==> src/rtl/core/uae_pkg.sv <==
// Shared types and constants for the ungapped alignment extension block.
// Used by uae_core and the ungapped_alignment_extension top level.
package uae_pkg;

    // Field widths
    localparam int BASE_W  = 8;
    localparam int LEN_W   = 13;
    localparam int FRAC_W  = 17;
    localparam int SPM_W   = 4;
    localparam int SCORE_W = 18;   // running score, +/- 15 * 4096
    localparam int OSC_W   = 31;   // max_score result field
    localparam int CAP_W   = 31;   // fraction * (prior + length)
    localparam int TMM_W   = LEN_W + 1;

    // Longest extension that is worked on; longer lengths saturate here
    localparam logic [LEN_W-1:0] MAX_EXT_LEN = LEN_W'(4096);

    // Base codes
    localparam logic [BASE_W-1:0] EDGE_CODE     = BASE_W'(5);
    localparam logic [BASE_W-1:0] MAX_BASE_CODE = BASE_W'(3);

    // Score given when an end-to-end run reaches a chromosome edge
    localparam logic signed [OSC_W-1:0] EDGE_SCORE = -OSC_W'(999999999);

    // Register reset values
    localparam logic [LEN_W-1:0]  RST_MM_LIMIT = LEN_W'(10);
    localparam logic [FRAC_W-1:0] RST_MM_FRAC  = FRAC_W'(19661);
    localparam logic [SPM_W-1:0]  RST_SCORE    = SPM_W'(1);
    localparam logic [BASE_W-1:0] RST_SPACER   = BASE_W'(11);

    // Stream packing
    localparam int IN_DATA_W  = 56;
    localparam int IN_USER_W  = 2;
    localparam int OUT_DATA_W = 72;

    // Configuration register indexes
    localparam int CFG_IDX_W = 2;
    typedef enum logic [CFG_IDX_W-1:0] {
        CFG_MM_LIMIT = 2'd0,
        CFG_MM_FRAC  = 2'd1,
        CFG_SCORE    = 2'd2,
        CFG_SPACER   = 2'd3
    } t_cfg_idx;

    typedef struct packed {
        logic [LEN_W-1:0]  mismatch_limit;
        logic [FRAC_W-1:0] mismatch_fraction_q16;
        logic [SPM_W-1:0]  score_per_match;
        logic [BASE_W-1:0] spacer_code;
    } t_cfg;

    typedef struct packed {
        logic [BASE_W-1:0] read_base;
        logic [BASE_W-1:0] genome_base;
        logic              genome_wrapped;
        logic              first_pair;
        logic              last_pair;
        logic              end_to_end;
        logic [LEN_W-1:0]  extension_length;
        logic [LEN_W-1:0]  prior_length;
        logic [LEN_W-1:0]  prior_mismatches;
    } t_item;

    typedef struct packed {
        logic                    extended;
        logic [LEN_W-1:0]        extend_len;
        logic signed [OSC_W-1:0] max_score;
        logic [LEN_W-1:0]        match_count;
        logic [LEN_W-1:0]        mismatch_count;
    } t_result;

endpackage

==> src/rtl/core/uae_core.sv <==
// Run state and per-pair scoring for the ungapped alignment extension.
// Depends on uae_pkg; updates once per advanced word, result from next state.
module uae_core (
    input  logic              i_clk,
    input  logic              i_rst_n,
    input  logic              i_go,
    input  uae_pkg::t_item    i_item,
    input  uae_pkg::t_cfg     i_cfg,
    output uae_pkg::t_result  o_result
);
    import uae_pkg::*;

    logic signed [SCORE_W-1:0] r_score, n_score, r_best_score, n_best_score;
    logic [LEN_W-1:0]  r_mt, n_mt, r_mm, n_mm, r_pi, n_pi;
    logic [LEN_W-1:0]  r_best_len, n_best_len, r_best_mt, n_best_mt, r_best_mm, n_best_mm;
    logic [LEN_W-1:0]  r_len, n_len, r_prior_len, n_prior_len, r_prior_mm, n_prior_mm;
    logic [CAP_W-1:0]  r_stop_cap, n_stop_cap;
    logic              r_mode, n_mode, r_stopped, n_stopped, r_boundary, n_boundary;

    // Start-of-run view: cleared and freshly latched on a first pair
    logic signed [SCORE_W-1:0] b_score, b_best_score;
    logic [LEN_W-1:0]  b_mt, b_mm, b_pi, b_best_len, b_best_mt, b_best_mm;
    logic [LEN_W-1:0]  b_prior_len, b_prior_mm;
    logic              b_stopped, b_boundary;
    logic [LEN_W-1:0]  sat_len;
    logic [TMM_W-1:0]  cap_len, bud_len, total_mm;
    logic [CAP_W-1:0]  start_cap, budget, mm_scaled;
    logic signed [SCORE_W-1:0] spm, score_up, score_dn;
    logic              edge_hit, spacer_hit, bases_ok, active;

    always_comb begin
        sat_len   = (i_item.extension_length > MAX_EXT_LEN) ? MAX_EXT_LEN
                                                           : i_item.extension_length;
        cap_len   = TMM_W'(i_item.prior_length) + TMM_W'(sat_len);
        start_cap = CAP_W'(i_cfg.mismatch_fraction_q16) * CAP_W'(cap_len);

        if (i_item.first_pair) begin
            b_score = '0; b_best_score = '0;
            b_mt = '0; b_mm = '0; b_pi = '0;
            b_best_len = '0; b_best_mt = '0; b_best_mm = '0;
            b_stopped = 1'b0; b_boundary = 1'b0;
            b_prior_len = i_item.prior_length;
            b_prior_mm  = i_item.prior_mismatches;
            n_mode      = i_item.end_to_end;
            n_len       = sat_len;
            n_stop_cap  = start_cap;
        end else begin
            b_score = r_score; b_best_score = r_best_score;
            b_mt = r_mt; b_mm = r_mm; b_pi = r_pi;
            b_best_len = r_best_len; b_best_mt = r_best_mt; b_best_mm = r_best_mm;
            b_stopped = r_stopped; b_boundary = r_boundary;
            b_prior_len = r_prior_len;
            b_prior_mm  = r_prior_mm;
            n_mode      = r_mode;
            n_len       = r_len;
            n_stop_cap  = r_stop_cap;
        end
        n_prior_len = b_prior_len;
        n_prior_mm  = b_prior_mm;

        // Budget for a prefix ending at this pair: fraction * aligned length
        bud_len   = TMM_W'(b_prior_len) + TMM_W'(b_pi) + TMM_W'(1);
        budget    = CAP_W'(i_cfg.mismatch_fraction_q16) * CAP_W'(bud_len);
        total_mm  = TMM_W'(b_mm) + TMM_W'(b_prior_mm);
        mm_scaled = {1'b0, total_mm, 16'b0};

        spm        = SCORE_W'($signed({1'b0, i_cfg.score_per_match}));
        score_up   = b_score + spm;
        score_dn   = b_score - spm;
        edge_hit   = i_item.genome_wrapped || (i_item.genome_base == EDGE_CODE);
        spacer_hit = (i_item.read_base == i_cfg.spacer_code);
        bases_ok   = (i_item.read_base <= MAX_BASE_CODE) &&
                     (i_item.genome_base <= MAX_BASE_CODE);
        active     = !b_stopped && (b_pi < n_len);

        n_score = b_score; n_best_score = b_best_score;
        n_mt = b_mt; n_mm = b_mm; n_pi = b_pi;
        n_best_len = b_best_len; n_best_mt = b_best_mt; n_best_mm = b_best_mm;
        n_stopped = b_stopped; n_boundary = b_boundary;

        if (active) begin
            if (edge_hit || spacer_hit) begin
                // End-to-end mode flags the edge; spacer only halts
                n_stopped = 1'b1;
                if (n_mode && edge_hit) begin
                    n_boundary = 1'b1;
                end
            end else if (bases_ok && (i_item.read_base == i_item.genome_base)) begin
                n_mt    = b_mt + LEN_W'(1);
                n_score = score_up;
                n_pi    = b_pi + LEN_W'(1);
                if (!n_mode && (score_up > b_best_score) && (mm_scaled <= budget) &&
                    (total_mm <= TMM_W'(i_cfg.mismatch_limit))) begin
                    n_best_len   = b_pi + LEN_W'(1);
                    n_best_score = score_up;
                    n_best_mt    = b_mt + LEN_W'(1);
                    n_best_mm    = b_mm;
                end
            end else if (bases_ok) begin
                // Local mode: drop out once the full-length budget or the mismatch limit is spent
                if (!n_mode && ((mm_scaled >= n_stop_cap) ||
                                (total_mm >= TMM_W'(i_cfg.mismatch_limit)))) begin
                    n_stopped = 1'b1;
                end else begin
                    n_mm    = b_mm + LEN_W'(1);
                    n_score = score_dn;
                    n_pi    = b_pi + LEN_W'(1);
                end
            end else begin
                n_pi = b_pi + LEN_W'(1);
            end
        end

        if (i_item.last_pair) begin
            n_stopped = 1'b1;
        end
    end

    // Result as seen after this pair
    always_comb begin
        o_result = '0;
        if (n_mode) begin
            if (n_boundary) begin
                o_result.extended       = 1'b1;
                o_result.max_score      = EDGE_SCORE;
                o_result.mismatch_count = i_cfg.mismatch_limit + LEN_W'(1);
            end else if (n_pi != '0) begin
                o_result.extended       = 1'b1;
                o_result.extend_len     = n_pi;
                o_result.max_score      = OSC_W'(n_score);
                o_result.match_count    = n_mt;
                o_result.mismatch_count = n_mm;
            end
        end else if (n_best_len != '0) begin
            o_result.extended       = 1'b1;
            o_result.extend_len     = n_best_len;
            o_result.max_score      = OSC_W'(n_best_score);
            o_result.match_count    = n_best_mt;
            o_result.mismatch_count = n_best_mm;
        end
    end

    always_ff @(posedge i_clk) begin
        if (!i_rst_n) begin
            r_score <= '0; r_best_score <= '0;
            r_mt <= '0; r_mm <= '0; r_pi <= '0;
            r_best_len <= '0; r_best_mt <= '0; r_best_mm <= '0;
            r_len <= '0; r_prior_len <= '0; r_prior_mm <= '0;
            r_stop_cap <= '0;
            r_mode <= 1'b0; r_stopped <= 1'b0; r_boundary <= 1'b0;
        end else if (i_go) begin
            r_score <= n_score; r_best_score <= n_best_score;
            r_mt <= n_mt; r_mm <= n_mm; r_pi <= n_pi;
            r_best_len <= n_best_len; r_best_mt <= n_best_mt; r_best_mm <= n_best_mm;
            r_len <= n_len; r_prior_len <= n_prior_len; r_prior_mm <= n_prior_mm;
            r_stop_cap <= n_stop_cap;
            r_mode <= n_mode; r_stopped <= n_stopped; r_boundary <= n_boundary;
        end
    end

    a_best_within_run: assert property (@(posedge i_clk) disable iff (!i_rst_n)
        r_best_len <= r_pi)
        else $error("best extension longer than pairs processed");

    a_counts_within_run: assert property (@(posedge i_clk) disable iff (!i_rst_n)
        (TMM_W'(r_mt) + TMM_W'(r_mm)) <= TMM_W'(r_pi))
        else $error("match and mismatch counts exceed pairs processed");

    a_no_best_end_to_end: assert property (@(posedge i_clk) disable iff (!i_rst_n)
        r_mode |-> (r_best_len == '0))
        else $error("best prefix recorded in end-to-end mode");

    a_boundary_mode: assert property (@(posedge i_clk) disable iff (!i_rst_n)
        r_boundary |-> (r_mode && r_stopped))
        else $error("edge flag without a stopped end-to-end run");

    a_stopped_holds: assert property (@(posedge i_clk) disable iff (!i_rst_n)
        (r_stopped && !(i_go && i_item.first_pair)) |=> $stable(r_pi))
        else $error("pair index moved after the run stopped");

endmodule

==> src/rtl/core/ungapped_alignment_extension.sv <==
// Top level of the ungapped alignment extension: stream ports, config registers,
// input and result registers around uae_core. Depends on uae_pkg and uae_core.
//
// Result path: input register, then on a last pair the result register drives o_m_tdata.
// Throughput: one pair per cycle unless stalled; run state updates by one add/compare pass.
// Stalls: a last pair waits in the input register only while an untaken result is held.
// Reset: synchronous, active low; run state clears, config returns to its defaults.
module ungapped_alignment_extension (
    input  logic                              i_clk,
    input  logic                              i_rst_n,
    // Pair stream
    input  logic                              i_s_tvalid,
    output logic                              o_s_tready,
    // [7:0] read_base, [15:8] genome_base, [16] genome_wrapped,
    // [29:17] extension_length, [42:30] prior_length, [55:43] prior_mismatches
    input  logic [uae_pkg::IN_DATA_W-1:0]     i_s_tdata,
    // [0] first_pair, [1] end_to_end
    input  logic [uae_pkg::IN_USER_W-1:0]     i_s_tuser,
    input  logic                              i_s_tlast,   // last_pair
    // Result stream
    output logic                              o_m_tvalid,
    input  logic                              i_m_tready,
    // [12:0] extend_len, [43:13] max_score, [56:44] match_count,
    // [69:57] mismatch_count, [71:70] zero
    output logic [uae_pkg::OUT_DATA_W-1:0]    o_m_tdata,
    output logic                              o_m_tuser,   // extended
    // Configuration writes
    input  logic                              i_cfg_valid,
    output logic                              o_cfg_ready,
    input  logic [uae_pkg::CFG_IDX_W-1:0]     i_cfg_index,
    input  logic [uae_pkg::FRAC_W-1:0]        i_cfg_data
);
    import uae_pkg::*;

    t_cfg    r_cfg;
    t_item   r_item;
    logic    r_item_valid;
    t_result r_res;
    logic    r_res_valid;

    t_item   in_item;
    t_result core_res;
    logic    out_free, item_go;

    // Unpack the incoming word
    always_comb begin
        in_item.read_base        = i_s_tdata[7:0];
        in_item.genome_base      = i_s_tdata[15:8];
        in_item.genome_wrapped   = i_s_tdata[16];
        in_item.extension_length = i_s_tdata[29:17];
        in_item.prior_length     = i_s_tdata[42:30];
        in_item.prior_mismatches = i_s_tdata[55:43];
        in_item.first_pair       = i_s_tuser[0];
        in_item.end_to_end       = i_s_tuser[1];
        in_item.last_pair        = i_s_tlast;
    end

    // A held pair advances unless it carries a result and the result slot is full
    assign out_free   = !r_res_valid || i_m_tready;
    assign item_go    = r_item_valid && (!r_item.last_pair || out_free);
    assign o_s_tready = !r_item_valid || item_go;

    // Config writes are always taken
    assign o_cfg_ready = 1'b1;

    always_ff @(posedge i_clk) begin
        if (!i_rst_n) begin
            r_cfg.mismatch_limit        <= RST_MM_LIMIT;
            r_cfg.mismatch_fraction_q16 <= RST_MM_FRAC;
            r_cfg.score_per_match       <= RST_SCORE;
            r_cfg.spacer_code           <= RST_SPACER;
        end else if (i_cfg_valid) begin
            unique case (t_cfg_idx'(i_cfg_index))
                CFG_MM_LIMIT: r_cfg.mismatch_limit        <= i_cfg_data[LEN_W-1:0];
                CFG_MM_FRAC:  r_cfg.mismatch_fraction_q16 <= i_cfg_data;
                CFG_SCORE:    r_cfg.score_per_match       <= i_cfg_data[SPM_W-1:0];
                CFG_SPACER:   r_cfg.spacer_code           <= i_cfg_data[BASE_W-1:0];
                default:      r_cfg <= r_cfg;
            endcase
        end
    end

    // Input register: load a word whenever the slot is free or draining
    always_ff @(posedge i_clk) begin
        if (!i_rst_n) begin
            r_item_valid <= 1'b0;
        end else if (o_s_tready) begin
            r_item_valid <= i_s_tvalid;
        end
    end

    always_ff @(posedge i_clk) begin
        if (o_s_tready && i_s_tvalid) begin
            r_item <= in_item;
        end
    end

    uae_core u_core (
        .i_clk    (i_clk),
        .i_rst_n  (i_rst_n),
        .i_go     (item_go),
        .i_item   (r_item),
        .i_cfg    (r_cfg),
        .o_result (core_res)
    );

    // Result register: capture on the last pair, drop once taken
    always_ff @(posedge i_clk) begin
        if (!i_rst_n) begin
            r_res_valid <= 1'b0;
        end else if (item_go && r_item.last_pair) begin
            r_res_valid <= 1'b1;
        end else if (i_m_tready) begin
            r_res_valid <= 1'b0;
        end
    end

    always_ff @(posedge i_clk) begin
        if (item_go && r_item.last_pair) begin
            r_res <= core_res;
        end
    end

    assign o_m_tvalid = r_res_valid;
    assign o_m_tuser  = r_res.extended;
    assign o_m_tdata  = {2'b00, r_res.mismatch_count, r_res.match_count,
                         r_res.max_score, r_res.extend_len};

endmodule
==> config.mk <==
export PLATFORM = sky130hd
export DESIGN_NAME = ungapped_alignment_extension
export DESIGN_NICKNAME = d
export VERILOG_FILES = /design/src/rtl/core/uae_pkg.sv /design/src/rtl/core/uae_core.sv /design/src/rtl/core/ungapped_alignment_extension.sv
export SDC_FILE = /design/constraint.sdc
export NUM_CORES = 2
export LEC_CHECK = 0
export BUFFER_PORTS_ARGS = -buffer_cell sky130_fd_sc_hd__buf_2
export CAP_MARGIN = 20
export CELL_PAD_IN_SITES_DETAIL_PLACEMENT = 1
export CELL_PAD_IN_SITES_GLOBAL_PLACEMENT = 1
export CORE_ASPECT_RATIO = 0.7
export CORE_UTILIZATION = 45
export DETAILED_ROUTE_END_ITERATION = 10
export GPL_ROUTABILITY_DRIVEN = 0
export PLACE_DENSITY_LB_ADDON = 0.25
export SLEW_MARGIN = 20
export SYNTH_ARGS = -nofsm -noshare
export SYNTH_HDL_FRONTEND = slang
export SYNTH_SLANG_ARGS = --single-unit
==> constraint.sdc <==
create_clock -name i_clk -period 12.9 [get_ports i_clk]
set_input_delay 2.58 -clock i_clk [delete_from_list [all_inputs] [get_ports i_clk]]
set_output_delay 2.58 -clock i_clk [all_outputs]
set_load 0.005 [all_outputs]
==> flow_metrics.tcl <==
set metrics [dict create \
    run_status "finished clean" \
    synthFlopType "dfxtp_1" \
    stdcell_area_sq_um 39800 \
    final.setup_skew_ps 18.6 \
    dp_hpwl_um 95800 \
    max_clock_freq_mhz 81.3 \
    design.die.area_sq_um 81800 \
    grt.total_usage_pct 30.7 \
    initial_core_util_pct 45.8 \
    dr.pass1.iters 5 \
    slew_viol_final 0 \
    numCtsBuffers 36 \
    wl_um 126000 \
    ant_nets 0 \
    async_flop_share_pct 0 \
    max-slew-margin-rel_pct 18.4 \
    synth_edf_count 118 \
    powerDensity_nw_per_um2 263 \
    yosysSeqAreaShare_pct 22.5 \
    startpoint "r_item[38]$_DFFE_PP_" \
    rows 86 \
    overflow 0 \
    cts_root_buf "clkbuf_16" \
    grt_pass1_vias 32000 \
    place_area_sq_um 38200 \
    cpPeakStageDelay_ps 520 \
    required_ps 13210 \
    yosys.cell_types.count 88 \
    grt_antenna_before_repair 4 \
    syn_to_final_growth_pct 9.56 \
    reg2reg_depth 52 \
    synth_area_sq_um 36300 \
    clock_sinks 349 \
    synth_area_per_cell_sq_um 8.69 \
    power_frac_comb_pct 77.4 \
    fin_util_pct 50.2 \
    setup_viol 0 \
    ir_worst_vdd_mv 0.539 \
    worst_slew_pin_slew_ps 1210 \
    worst-path-max-fanout 13 \
    clockBufferDepth 3 \
    layout.nets 4984 \
    cp_common_cell "fa_1" \
    grt_max_degree 109 \
    netlist_instances 4176 \
    worstHoldPathCells 2 \
    cts.htree.levels 2 \
    core_sq_um 79200 \
    worstPathArrival_ps 12600 \
    portBuffers 155 \
    path_class "flip-flop to flip-flop" \
    crit_slowest_cell "fa_1" \
    fp.dieH_um 240 \
    clock_latency_ps 550 \
    post-route-period-util_pct 95.3 \
    power_frac_seq_pct 11.8 \
    ctsHoldBuffers 0 \
    chipWidth_um 341 \
    cts_tree "done" \
    ios 159 \
    grt_pass1_wl_um 193000 \
    hold_class "flip-flop to flip-flop" \
    cap_violations 0 \
    swShare_pct 53.4 \
    r2r_start "r_item[38]$_DFFE_PP_" \
    wl_per_cell_um 23.7 \
    end_kind "flip-flop" \
    drcViolationCount 0 \
    min_from "u_core.r_best_score[9]$_SDFFE_PN0P_" \
    p_int_mw 4.86 \
    drive_gt1_share_pct 10.1 \
    fill_cells 9304 \
    viasPerCell 5.85 \
    p_leak_nw 17.6 \
    startpoint_type "flip-flop" \
    ys_warn_count 0 \
    netSwitchingPower_mw 5.58 \
    via_count 31100 \
    ys_ff_latch 349 \
    hold_ws_ps 450 \
    clk_pin_slew_ps 70 \
    period_minus_slack_ps 12290 \
    drtIter0Drc 2572 \
    pwr-share-clk_pct 10.7 \
    hold_viol 0 \
]
repair_timing:
item	4_1_cts	5_1_grt
setup buffers	0	11
cloned	0	3
gates resized for setup	3	50
endpoints found under the setup margin	107	152
pin swaps	0	9
per-stage QoR:
stage | setup slack [ps] | cells | setup TNS [ps] | power, mW
2_1_floorplan | 103 | 4177 | 0 | 6.55
3_3_place_gp | 6.75 | 5233 | 0 | 8.83
3_5_place_dp | -303 | 5233 | -10710 | 9.03
4_1_cts | 13.8 | 5297 | 0 | 10.2
5_1_grt | -82.5 | 5312 | -779 | 11.4
6_report | 607 | 5313 | 0 | 10.4
critical path: cells and delay by family (launching register included):
| kind | cells | cell delay (ps) |
|---|---|---|
| xor gates and xnor gates | 3 | 610 |
| muxes | 1 | 110 |
| buffers and inverters | 9 | 1090 |
| adders and majority gates | 10 | 4070 |
| DFF | 1 | 460 |
| AOI/OAI and AO/OA | 21 | 4260 |
| and+or+nand+nor | 8 | 1430 |
registers in the layout (all words and copies together) (netlist names), 18 cells and up:
signal               count
r_cfg                   42
o_m_tdata               58
r_item                  59
u_core.r_stop_cap       31
u_core.r_best_score     18
u_core.r_score          18
kinds of logic (layout without fill, tap and decap cells):
| family | after synthesis | in the layout | synth area share, % |
|---|---|---|---|
| fa+ha+maj | 671 | 671 | 30.6 |
| flops | 349 | 349 | 22.5 |
| compound gates | 755 | 756 | 13.7 |
| simple gates | 1449 | 1449 | 18.9 |
| mux | 109 | 109 | 3.11 |
| other cells | 2 | 4 | 0.0207 |
| xor+xnor | 164 | 164 | 3.96 |
| buf+inv | 677 | 755 | 7.27 |
routing by layer:
layer | track usage [%] | routed length (um) | share of wire (%) | vias to the layer above
met3 | 7.42 | 12200 | 9.7 | 165
met2 | 44.0 | 51900 | 41 | 1130
met1 | 46.2 | 59500 | 47 | 15700
li1 | - | - | - | 14100
met4 | 6.37 | 2480 | 2.0 | 2
met5 | 0 | 20 | 0.016 | -
power by group through the flow:
stage / logic (mW) / registers [mW] / clock network, mW
after global placement: 7.57 / 1.26 / 0
after CTS: 7.86 / 1.24 / 1.13
after floorplan: 5.32 / 1.24 / 0
after detailed placement: 7.77 / 1.26 / 0
final: 8.08 / 1.24 / 1.12
after global routing: 8.97 / 1.24 / 1.18
placed cells by master, fill, tap and decap left out, types with 81 or more instances in the layout:
cell type	count
nand3_1	81
buf_4	106
edfxtp_1	118
nor2_1	239
xnor2_1	86
inv_1	417
fa_1	359
nor2b_1	114
ha_1	311
buf_2	155
a21oi_1	236
nand2_1	608
and2_1	163
o21ai_0	91
dfxtp_1	231
layout make-up:
type | instances | area (sq um) | area share, %
Antenna cell | 1 | 2.50 | 0.00630
Clock buffer | 51 | 1060 | 2.66
Inverter | 419 | 1580 | 3.97
Clock inverter | 13 | 150 | 0.378
Sequential cell | 349 | 8170 | 20.5
Timing Repair Buffer | 272 | 1750 | 4.41
Tap cell | 1056 | 1320 | 3.32
Multi-Input combinational cell | 3152 | 25700 | 64.7
path summary, 6_finish.rpt:
| kind | to | slack (ps) |
|---|---|---|
| setup / recovery | o_m_tdata[23]$_DFFE_PP_ | 610 |
| setup reg to reg | o_m_tdata[23]$_DFFE_PP_ | 610 |
| hold reg to reg | u_core.r_best_score[9]$_SDFFE_PN0P_ | 450 |
| hold / removal | u_core.r_best_score[9]$_SDFFE_PN0P_ | 450 |
Yosys cell counts (39+ instances only):
cell type,instances,area (sq um)
inv_1,417,1570
mux2i_1,80,801
edfxtp_1,118,3540
clkbuf_1,202,758
xnor2_1,89,780
nor3_1,55,275
a22oi_1,45,338
and2_1,164,1030
a211oi_1,61,458
dfxtp_1,231,4620
nand3_1,81,405
nor2_1,244,916
and3_1,39,244
a21oi_1,245,1230
ha_1,312,3900
o21ai_0,98,490
fa_1,359,7190
a21o_1,52,390
nand2_1,610,2290
xor2_1,75,657
nor2b_1,115,719
Note: power is estimated with default switching activity, not from simulation.
